`src/lcm_pkg.sv`:
```
// Shared constants, types and microcode table of the LCM block.
// No dependencies; used by every other file but the assertion macro header.
`default_nettype none

package lcm_pkg;

    localparam int IN_W   = 32;                 // port width of each operand
    localparam int OP_W   = 32;                 // width the operands are taken in, 8..32
    localparam int MULT_W = 64;                 // port width of the result
    localparam int KW     = $clog2(OP_W);       // common power-of-two count
    localparam int CW     = $clog2(OP_W + 1);   // divider step count
    localparam int PC_W   = 3;

    typedef logic [PC_W-1:0] pc_t;

    typedef enum logic [2:0] {
        OP_NOP,
        OP_LOAD,
        OP_GCD,
        OP_DIVLD,
        OP_DIVSTEP,
        OP_MUL,
        OP_CLR,
        OP_PUT
    } op_t;

    typedef enum logic [2:0] {
        C_NEVER,
        C_ALWAYS,
        C_NO_ACCEPT,
        C_ZERO,
        C_GCD_BUSY,
        C_DIV_BUSY,
        C_OUT_BUSY
    } cond_t;

    typedef struct packed {
        op_t   op;
        cond_t cond;
        pc_t   target;
    } ucode_t;

    typedef struct packed {
        logic operand_zero;
        logic gcd_done;
        logic div_last;
    } flags_t;

    localparam pc_t PC_IDLE = pc_t'(0);
    localparam pc_t PC_GCD  = pc_t'(2);
    localparam pc_t PC_DIV  = pc_t'(4);
    localparam pc_t PC_CLR  = pc_t'(6);
    localparam pc_t PC_PUT  = pc_t'(7);

    // Program: jump to target when the condition holds, else step on.
    // The last step wraps to the first when it falls through.
    function automatic ucode_t ucode_rom(input pc_t pc);
        ucode_t w;
        begin
            case (pc)
                pc_t'(0): w = '{op: OP_LOAD,    cond: C_NO_ACCEPT, target: PC_IDLE};
                pc_t'(1): w = '{op: OP_NOP,     cond: C_ZERO,      target: PC_CLR};
                pc_t'(2): w = '{op: OP_GCD,     cond: C_GCD_BUSY,  target: PC_GCD};
                pc_t'(3): w = '{op: OP_DIVLD,   cond: C_NEVER,     target: PC_IDLE};
                pc_t'(4): w = '{op: OP_DIVSTEP, cond: C_DIV_BUSY,  target: PC_DIV};
                pc_t'(5): w = '{op: OP_MUL,     cond: C_ALWAYS,    target: PC_PUT};
                pc_t'(6): w = '{op: OP_CLR,     cond: C_NEVER,     target: PC_IDLE};
                pc_t'(7): w = '{op: OP_PUT,     cond: C_OUT_BUSY,  target: PC_PUT};
                default:  w = '{op: OP_NOP,     cond: C_ALWAYS,    target: PC_IDLE};
            endcase
            return w;
        end
    endfunction

endpackage

`default_nettype wire

```
`src/lcm_in_if.sv`:
```
// Operand channel: valid/ready handshake carrying both operands.
// Depends on lcm_pkg.
`default_nettype none

interface lcm_in_if;
    import lcm_pkg::*;

    logic            valid;
    logic            ready;
    logic [IN_W-1:0] first_operand;
    logic [IN_W-1:0] second_operand;

    modport source (output valid, output first_operand, output second_operand, input ready);
    modport sink   (input valid, input first_operand, input second_operand, output ready);
endinterface

`default_nettype wire

```
`src/lcm_out_if.sv`:
```
// Result channel: valid/ready handshake carrying the least common multiple.
// Depends on lcm_pkg.
`default_nettype none

interface lcm_out_if;
    import lcm_pkg::*;

    logic              valid;
    logic              ready;
    logic [MULT_W-1:0] multiple;

    modport source (output valid, output multiple, input ready);
    modport sink   (input valid, input multiple, output ready);
endinterface

`default_nettype wire

```
`src/lcm_datapath.sv`:
```
// Datapath of the LCM block: binary GCD, bit-serial divider and one multiplier.
// Driven one operation per cycle by the sequencer; depends on lcm_pkg.
`default_nettype none

module lcm_datapath (
    input  logic                        clk,
    input  lcm_pkg::op_t                op,
    input  logic [lcm_pkg::IN_W-1:0]    first_operand,
    input  logic [lcm_pkg::IN_W-1:0]    second_operand,
    output lcm_pkg::flags_t             flags,
    output logic [lcm_pkg::MULT_W-1:0]  product
);
    import lcm_pkg::*;

    logic [OP_W-1:0]     p_reg, p_next;
    logic [OP_W-1:0]     q_reg, q_next;
    logic [KW-1:0]       k_reg, k_next;
    logic [OP_W-1:0]     a_reg, a_next;
    logic [OP_W-1:0]     b_reg, b_next;
    logic [OP_W-1:0]     d_reg, d_next;
    logic [OP_W-1:0]     rem_reg, rem_next;
    logic [OP_W-1:0]     quo_reg, quo_next;
    logic [CW-1:0]       cnt_reg, cnt_next;
    logic [MULT_W-1:0]   prod_reg, prod_next;

    logic [OP_W:0]       trial;
    logic [OP_W:0]       diff;
    logic                fits;
    logic [2*OP_W-1:0]   mul_full;
    logic [OP_W-1:0]     p_minus_q;
    logic [OP_W-1:0]     q_minus_p;

    assign trial     = {rem_reg, quo_reg[OP_W-1]};
    assign diff      = trial - {1'b0, d_reg};
    assign fits      = !diff[OP_W];
    assign mul_full  = quo_reg * b_reg;
    assign p_minus_q = p_reg - q_reg;
    assign q_minus_p = q_reg - p_reg;

    assign flags.operand_zero = (p_reg == '0) || (q_reg == '0);
    assign flags.gcd_done     = p_reg[0] && q_reg[0] && (p_reg == q_reg);
    assign flags.div_last     = (cnt_reg == CW'(1));
    assign product            = prod_reg;

    always_comb
    begin
        p_next    = p_reg;
        q_next    = q_reg;
        k_next    = k_reg;
        a_next    = a_reg;
        b_next    = b_reg;
        d_next    = d_reg;
        rem_next  = rem_reg;
        quo_next  = quo_reg;
        cnt_next  = cnt_reg;
        prod_next = prod_reg;
        case (op)
            OP_LOAD:
            begin
                p_next = first_operand[OP_W-1:0];
                q_next = second_operand[OP_W-1:0];
                a_next = first_operand[OP_W-1:0];
                b_next = second_operand[OP_W-1:0];
                k_next = '0;
            end
            OP_GCD:
            begin
                // Stein: strip shared twos, halve a lone even value, shrink odd pairs by (big - small) / 2
                if (!p_reg[0] && !q_reg[0])
                begin
                    p_next = p_reg >> 1;
                    q_next = q_reg >> 1;
                    k_next = k_reg + KW'(1);
                end
                else if (!p_reg[0])
                begin
                    p_next = p_reg >> 1;
                end
                else if (!q_reg[0])
                begin
                    q_next = q_reg >> 1;
                end
                else if (p_reg > q_reg)
                begin
                    p_next = p_minus_q >> 1;
                end
                else if (q_reg > p_reg)
                begin
                    q_next = q_minus_p >> 1;
                end
            end
            OP_DIVLD:
            begin
                d_next   = p_reg << k_reg;
                quo_next = a_reg;
                rem_next = '0;
                cnt_next = CW'(OP_W);
            end
            OP_DIVSTEP:
            begin
                // restoring division, one quotient bit a cycle
                rem_next = fits ? diff[OP_W-1:0] : trial[OP_W-1:0];
                quo_next = {quo_reg[OP_W-2:0], fits};
                cnt_next = cnt_reg - CW'(1);
            end
            OP_MUL:
            begin
                prod_next = MULT_W'(mul_full);
            end
            OP_CLR:
            begin
                prod_next = '0;
            end
            default:
            begin
            end
        endcase
    end

    always_ff @(posedge clk)
    begin
        p_reg    <= p_next;
        q_reg    <= q_next;
        k_reg    <= k_next;
        a_reg    <= a_next;
        b_reg    <= b_next;
        d_reg    <= d_next;
        rem_reg  <= rem_next;
        quo_reg  <= quo_next;
        cnt_reg  <= cnt_next;
        prod_reg <= prod_next;
    end

endmodule

`default_nettype wire

```
`src/lcm_via_euclid_gcd.sv`:
```
// Channel   | dir | payload                          | handshake
// operands  | in  | first_operand, second_operand    | valid/ready
// result    | out | multiple (64 bits)               | valid/ready
//
// One item at a time. Zero operand: after the accept, the zero check jumps to a clear
// step, and the put step writes a zero result to the result register. Otherwise the
// pair runs the binary GCD loop, the divider load, the bit-serial divider steps and
// the multiply before the put step. Reset clears the program counter and result
// valid. A waiting result holds while the next item is accepted and worked on.
// Top level of the LCM block; depends on lcm_pkg, lcm_in_if, lcm_out_if, lcm_datapath.
`default_nettype none

module lcm_via_euclid_gcd (
    input  logic       clk,
    input  logic       rst_n,
    lcm_in_if.sink     operands,
    lcm_out_if.source  result
);
    import lcm_pkg::*;

    pc_t               pc_reg, pc_next;
    logic              out_valid_reg, out_valid_next;
    logic [MULT_W-1:0] out_data_reg, out_data_next;

    ucode_t            uw;
    flags_t            flags;
    logic [MULT_W-1:0] product;
    logic              in_fire;
    logic              out_busy;
    logic              take;
    logic              put;

    assign uw       = ucode_rom(pc_reg);
    assign in_fire  = operands.valid && operands.ready;
    assign out_busy = out_valid_reg && !result.ready;
    assign put      = (uw.op == OP_PUT) && !out_busy;

    assign operands.ready = (uw.op == OP_LOAD);
    assign result.valid   = out_valid_reg;
    assign result.multiple = out_data_reg;

    lcm_datapath u_datapath (
        .clk            (clk),
        .op             (uw.op),
        .first_operand  (operands.first_operand),
        .second_operand (operands.second_operand),
        .flags          (flags),
        .product        (product)
    );

    always_comb
    begin
        case (uw.cond)
            C_NEVER:     take = 1'b0;
            C_ALWAYS:    take = 1'b1;
            C_NO_ACCEPT: take = !in_fire;
            C_ZERO:      take = flags.operand_zero;
            C_GCD_BUSY:  take = !flags.gcd_done;
            C_DIV_BUSY:  take = !flags.div_last;
            C_OUT_BUSY:  take = out_busy;
            default:     take = 1'b0;
        endcase
    end

    always_comb
    begin
        pc_next        = take ? uw.target : pc_t'(pc_reg + 1'b1);
        out_valid_next = out_valid_reg && !result.ready;
        out_data_next  = out_data_reg;
        if (put)
        begin
            out_valid_next = 1'b1;
            out_data_next  = product;
        end
    end

    always_ff @(posedge clk or negedge rst_n)
    begin
        if (!rst_n)
        begin
            pc_reg        <= PC_IDLE;
            out_valid_reg <= 1'b0;
        end
        else
        begin
            pc_reg        <= pc_next;
            out_valid_reg <= out_valid_next;
        end
    end

    always_ff @(posedge clk)
    begin
        out_data_reg <= out_data_next;
    end

endmodule

`default_nettype wire

```
`src/flat_wrapper.sv`:
```
// flat-port wrapper written by rule: the top's interface ports become plain ports
module lcm_via_euclid_gcd_flat import lcm_pkg::*;
  (clk, rst_n, operands_valid, operands_first_operand, operands_second_operand, operands_ready, result_valid, result_multiple, result_ready);
  lcm_in_if operands_i ();
  lcm_out_if result_i ();
  input  logic clk;
  input  logic rst_n;
  input wire logic [$bits(operands_i.valid)-1:0] operands_valid;
  input wire logic [$bits(operands_i.first_operand)-1:0] operands_first_operand;
  input wire logic [$bits(operands_i.second_operand)-1:0] operands_second_operand;
  output wire logic [$bits(operands_i.ready)-1:0] operands_ready;
  output wire logic [$bits(result_i.valid)-1:0] result_valid;
  output wire logic [$bits(result_i.multiple)-1:0] result_multiple;
  input wire logic [$bits(result_i.ready)-1:0] result_ready;
  assign operands_i.valid = operands_valid;
  assign operands_i.first_operand = operands_first_operand;
  assign operands_i.second_operand = operands_second_operand;
  assign operands_ready = operands_i.ready;
  assign result_valid = result_i.valid;
  assign result_multiple = result_i.multiple;
  assign result_i.ready = result_ready;
  lcm_via_euclid_gcd u_core (.clk(clk), .rst_n(rst_n), .operands(operands_i), .result(result_i));
endmodule
```
`config.mk`:
```
export PLATFORM = sky130hd
export DESIGN_NAME = lcm_via_euclid_gcd_flat
export DESIGN_NICKNAME = d
export VERILOG_FILES = /design/src/lcm_pkg.sv /design/src/lcm_in_if.sv /design/src/lcm_out_if.sv /design/src/lcm_datapath.sv /design/src/lcm_via_euclid_gcd.sv /design/src/flat_wrapper.sv
export SDC_FILE = /design/constraint.sdc
export NUM_CORES = 2
export LEC_CHECK = 0
export ABC_CLOCK_PERIOD_IN_PS = 15460
export BUFFER_PORTS_ARGS = -buffer_cell sky130_fd_sc_hd__buf_2
export CELL_PAD_IN_SITES_DETAIL_PLACEMENT = 0
export CELL_PAD_IN_SITES_GLOBAL_PLACEMENT = 1
export CORE_MARGIN = 3
export CORE_UTILIZATION = 31
export DETAILED_ROUTE_END_ITERATION = 10
export PLACE_DENSITY_LB_ADDON = 0.1
export SYNTH_ARGS = -nofsm -noshare
export SYNTH_HDL_FRONTEND = slang
export SYNTH_SLANG_ARGS = --single-unit
```
`constraint.sdc`:
```
create_clock -name clk -period 15.46 [get_ports clk]
set_input_delay 3.865 -clock clk [delete_from_list [all_inputs] [get_ports clk]]
set_output_delay 3.865 -clock clk [all_outputs]
set_load 0.05 [all_outputs]
```
==> Word-level counts from Yosys, hierarchy flattened <==
Memories as Yosys holds them, arrays and structs flattened.
Cells that the tools add are included.
{ "classes": {"n_eq_ne": 21, "n_shift": 1, "multipliers": 1, "magnitude_cmp": 2, "n_mux": 21, "addsub": 6, "n_reduce_logical": 24} }
{ "ops": {"columns": ["operator", "n"], "rows": [
  ["$mux 32", 10],
  ["$pmux 32 s2", 4],
  ["$pmux 64 s2", 1],
  ["$gt 32x32->1", 2],
  ["$logic_not 32->1", 2],
  ["$mul 32x32->64", 1],
  ["$sub 32x32->32", 2],
  ["$sub 33x32->33", 1],
  ["$eq 32x32->1", 1],
  ["$shl 32x5->32", 1],
  ["$eq 3x3->1 const B", 7],
  ["$ne 4x4->1 const B", 4],
  ["$eq 3x2->1 const B", 4],
  ["$pmux 6 s2", 1],
  ["$pmux 5 s2", 1],
  ["$logic_not 1->1", 8],
  ["$eq 3x1->1 const B", 2],
  ["$eq 6x1->1 const B", 1],
  ["$logic_and 1x1->1", 6],
  ["$pmux 1 s6", 1],
  ["$reduce_bool 2->1", 3],
  ["$sub 6x1->6 const B", 1],
  ["$add 5x1->5 const B", 1],
  ["$mux 5", 1],
  ["other kinds (9)", 10]
]} }
{ "totals": {"ff_bits": 367, "romBits": 72, "output_inout_bits": 66, "mem_count": 1, "input_bits": 68} }
{ "memory_table": {"columns": ["name", "depth", "width", "rd", "rd_clocked_by_memory_dff", "wr", "line_no", "rtl"], "rows": [
  ["(name not given)", 8, 9, 1, 0, 0, "lcm_pkg.sv:60", "case (pc)"]
]} }

==> Logic depth before layout (Yosys ltp) <==
{ "depth": {"depth_word": 7, "ltp_mapped": 29} }

==> Hierarchy <==
Synthesis repeated with hierarchy kept, for this count alone.
{ "unflattened": {"cells_unflattened": 5706, "area_unflattened_um2": 54268.3} }
{ "modules_own_cells": {"columns": ["mod", "n_inst", "seq_area_each_um2", "cells_per_inst", "area_per_inst_um2"], "rows": [
  ["lcm_datapath", 1, 8978.6, 5582, 51844.7],
  ["lcm_via_euclid_gcd", 1, 2021.9, 124, 2423.6]
]} }

==> Worst setup path after synthesis <==
OpenSTA, ideal clock, no wires.
{ "synth_path": {"path_kind": "register -> register", "from": "register u_core.u_datapath.quo_reg[30]", "to": "register u_core.u_datapath.prod_reg[59] (netlist: u_core.u_datapath.product[59]), data pin", "setup_slack_ns": 8.339, "path_buffers": 2, "stages_incl_launch_ff": 25, "t_arrival_ns": 6.855, "path_cell_list": "edfxtp_1 -> clkbuf_1 -> and2_1 -> fa_1 -> inv_1 -> fa_1 -> fa_1 -> fa_1 -> inv_1 -> fa_1 -> fa_1 -> fa_1 -> ha_1 -> ha_1 -> clkbuf_1 -> a2111oi_0 -> o21ai_0 -> a221o_1 -> a21o_1 -> a21oi_1 -> nand3_1 -> o21ai_0 -> o221ai_1 -> xnor2_1 -> nor2_1"} }
{ "synth_between": {"elab_chain_cells": 2} }
{ "synth_lines": {"columns": ["item", "line_no", "rtl"], "rows": [
  ["from (decl)", "lcm_datapath.sv:22", "logic [OP_W-1:0] quo_reg, quo_next;"],
  ["from (signal assigned)", "lcm_datapath.sv:129", "quo_reg <= quo_next;"],
  ["$mul 32x32->64", "lcm_datapath.sv:36", "assign mul_full = quo_reg * b_reg;"],
  ["$pmux 64 s2", "lcm_datapath.sv:57", "case (op)"],
  ["to (signal assigned)", "lcm_datapath.sv:131", "prod_reg <= prod_next;"],
  ["to (decl)", "lcm_datapath.sv:24", "logic [MULT_W-1:0] prod_reg, prod_next;"]
]} }
No other way between the ends.
A chain may end at the register's enable or synchronous reset.

==> Worst setup path in the final report <==
{ "layout_path": {"from": "register u_core.u_datapath.quo_reg[14]", "to": "register u_core.u_datapath.prod_reg[60] (netlist: u_core.u_datapath.product[60]), data pin"} }
The elaborated chain is that of the path after synthesis.

==> results.cfg <==
[grt]
grt_pass1_vias = 42000
grt_pass1_wl_um = 282000
overflow = 0
grt_max_degree = 84
grt_usage_pct = 21.0
antenna_found_initial = 6

[clock_tree]
cts_tree = built
root_buffer = clkbuf_16
post-cts-setup-buffers = 0
numCtsBuffers = 49
ctsHoldBuffers = 0
path_clk_slew_ns = 0.06
cts-resized-gates = 0
cts.sinks = 367
h-tree-depth = 2
clk_path_buf_depth = 3
clock_latency_ns = 0.68

[setup_path]
startpoint_type = flop
cp.arrival_ns = 9.44
critPathRequiredTime_ns = 15.91
endpoint_kind = flop
worstReg2RegStart = u_core.u_datapath.quo_reg[14]$_DFFE_PP_
critPathLaunch = u_core.u_datapath.quo_reg[14]$_DFFE_PP_
path_max_fanout = 20
worstSetupPathType = reg2reg

[detailed_routing]
postRouteAntennaNets = 0
detail_route.wl_per_cell_um = 23.5
firstDrtPassIters = 7
drt_iter0_drc = 2344
routed_wl_um = 187000
num_vias = 39000
remaining_drc_errors = 0
vias_per_cell = 4.89

[yosys]
synth_edf_count = 363
synth_nets = 7014
netlist_area_um2 = 54000
synth.distinct_cells = 95
synth_warnings = 0
synth_seq_area_share_pct = 20.4
synth_seq_cells = 367
ys.flop_type = edfxtp_1
netlist_instances = 5678
ys_async_sr_fraction_pct = 1.09
avgSynthCellArea_um2 = 9.52

[hold_path]
min_from = u_core.u_datapath.product[27]$_SDFFCE_PP0P_
hold_path_class = reg2reg

[floorplan]
core_um2 = 172000
dieArea_um2 = 179000
rows = 152
boundaryPins = 134
start_util_pct = 31.3
die-width_um = 424
die_h_um = 424

[sta]
slew-limit-headroom_pct = 19.5
rsz0062_at_grt = no
post-route-min-period_ns = 8.99
clock.fmax_ghz = 0.111
finalSetupViolCount = 0
worst_pin_slew_ns = 1.20
finClkSkew_ns = 0.0383
drv_slew = 0
post-route-period-util_pct = 58.2
setup_tns_ns = 0
finalHoldViolCount = 0

[place]
place_inst = 7887
port_buffers = 133
gp_congestion = 0.836
hpwl_um = 142000

[finish]
drive_above_1_share_pct = 6.44
syn2layout_area_growth_pct = 8.50
final_cell_mix = 1,004 x inv_1, 899 x fa_1, 754 x nand2_1, 578 x and2_1, 369 x ha_1
layoutNonFillerInstCount = 7979
final_common_cell = inv_1
final_nets = 6964

[run]
cap_violations = 0

[status]
status = finished clean
==> Yosys cell counts, types with 62 or more instances <==
cell type | n | area share, %
edfxtp_1 | 363 | 20
nor2_1 | 277 | 1.9
a21o_1 | 81 | 1.1
ha_1 | 369 | 8.5
xnor2_1 | 87 | 1.4
o21ai_0 | 129 | 1.2
clkbuf_1 | 274 | 1.9
nand3_1 | 62 | 0.57
and2_1 | 579 | 6.7
a21oi_1 | 186 | 1.7
fa_1 | 899 | 33
nand2_1 | 754 | 5.2
inv_1 | 1005 | 7.0
==> layer usage <==
metal / vias up / share of wire [%] / wire [um] / track usage, %
li1: 17800 / - / - / -
met1: 20400 / 46 / 86900 / 29.4
met2: 722 / 48 / 89800 / 35.2
met3: 160 / 3.6 / 6820 / 2.17
met4: 0 / 2.1 / 3960 / 4.28
met5: - / 0 / 0 / 0
==> layout make-up <==
| cell class | instances | area [um2] |
|---|---|---|
| Antenna cell | 3 | 7.51 |
| Clock buffer | 59 | 1260 |
| Clock inverter | 30 | 327 |
| Fill cell | 18000 | 114000 |
| Inverter | 1006 | 3780 |
| Multi-Input combinational cell | 3982 | 38000 |
| Sequential cell | 367 | 11000 |
| Tap cell | 2310 | 2890 |
| Timing Repair Buffer | 222 | 1330 |
==> path summary, 6_finish.rpt <==
| check | end | slack (ns) | cells past startpoint |
|---|---|---|---|
| max in group asynchronous | u_core.pc_reg[1]$_DFF_PN0_ | 12.35 | 1 |
| hold / removal | u_core.result.multiple[27]$_DFFE_PP_ | 0.42 | 0 |
| setup reg to reg | u_core.u_datapath.product[60]$_SDFFCE_PP0P_ | 6.47 | 25 |
| min in group asynchronous | u_core.result.valid$_DFF_PN0_ | 2.99 | 1 |
| setup / recovery | u_core.u_datapath.product[60]$_SDFFCE_PP0P_ | 6.47 | 25 |
| hold reg to reg | u_core.result.multiple[27]$_DFFE_PP_ | 0.42 | 0 |
==> cells by family after synthesis <==
group | Yosys count | share of synthesized area [%]
simple gates | 1876 | 16.9
fa+ha+maj | 1268 | 41.8
compound gates | 648 | 7.85
buf+inv | 1329 | 9.34
xor+xnor | 136 | 2.24
flops | 367 | 20.4
mux | 54 | 1.45
==> through the flow <==
step / area, um2 / worst slack, ns / hold slack, ns / util [%]
2_1_floorplan: 54000 / 8.34 / 0.400 / -
3_3_place_gp: 57000 / 6.41 / 0.402 / 33.1
3_5_place_dp: 57000 / 6.57 / 0.405 / 33.1
4_1_cts: 58600 / 6.46 / 0.418 / 34.0
5_1_grt: 58600 / 6.08 / 0.425 / 34.0
6_report: 58600 / 6.47 / 0.416 / 34.0
==> critical path, stage by stage, from the launching register on <==
cell and delay [ns]:
edfxtp_1 0.98, nand2_1 0.15, fa_1 0.52, inv_1 0.05, fa_1 0.50, inv_1 0.06
fa_1 0.52, inv_1 0.05, fa_1 0.49, inv_1 0.05, fa_1 0.59, fa_1 0.45
fa_1 0.47, fa_1 0.49, inv_1 0.04, ha_1 0.55, nand2_1 0.35, nor4_1 0.60
nand2_1 0.11, o211a_1 0.19, nor2_1 0.11, a21oi_1 0.11, a21oi_1 0.51, a31o_2 0.29
a41oi_1 0.12, nor4_1 0.37
Power is not shown: default switching activity piles up to over one toggle a cycle in this logic, so the estimate is an artifact.
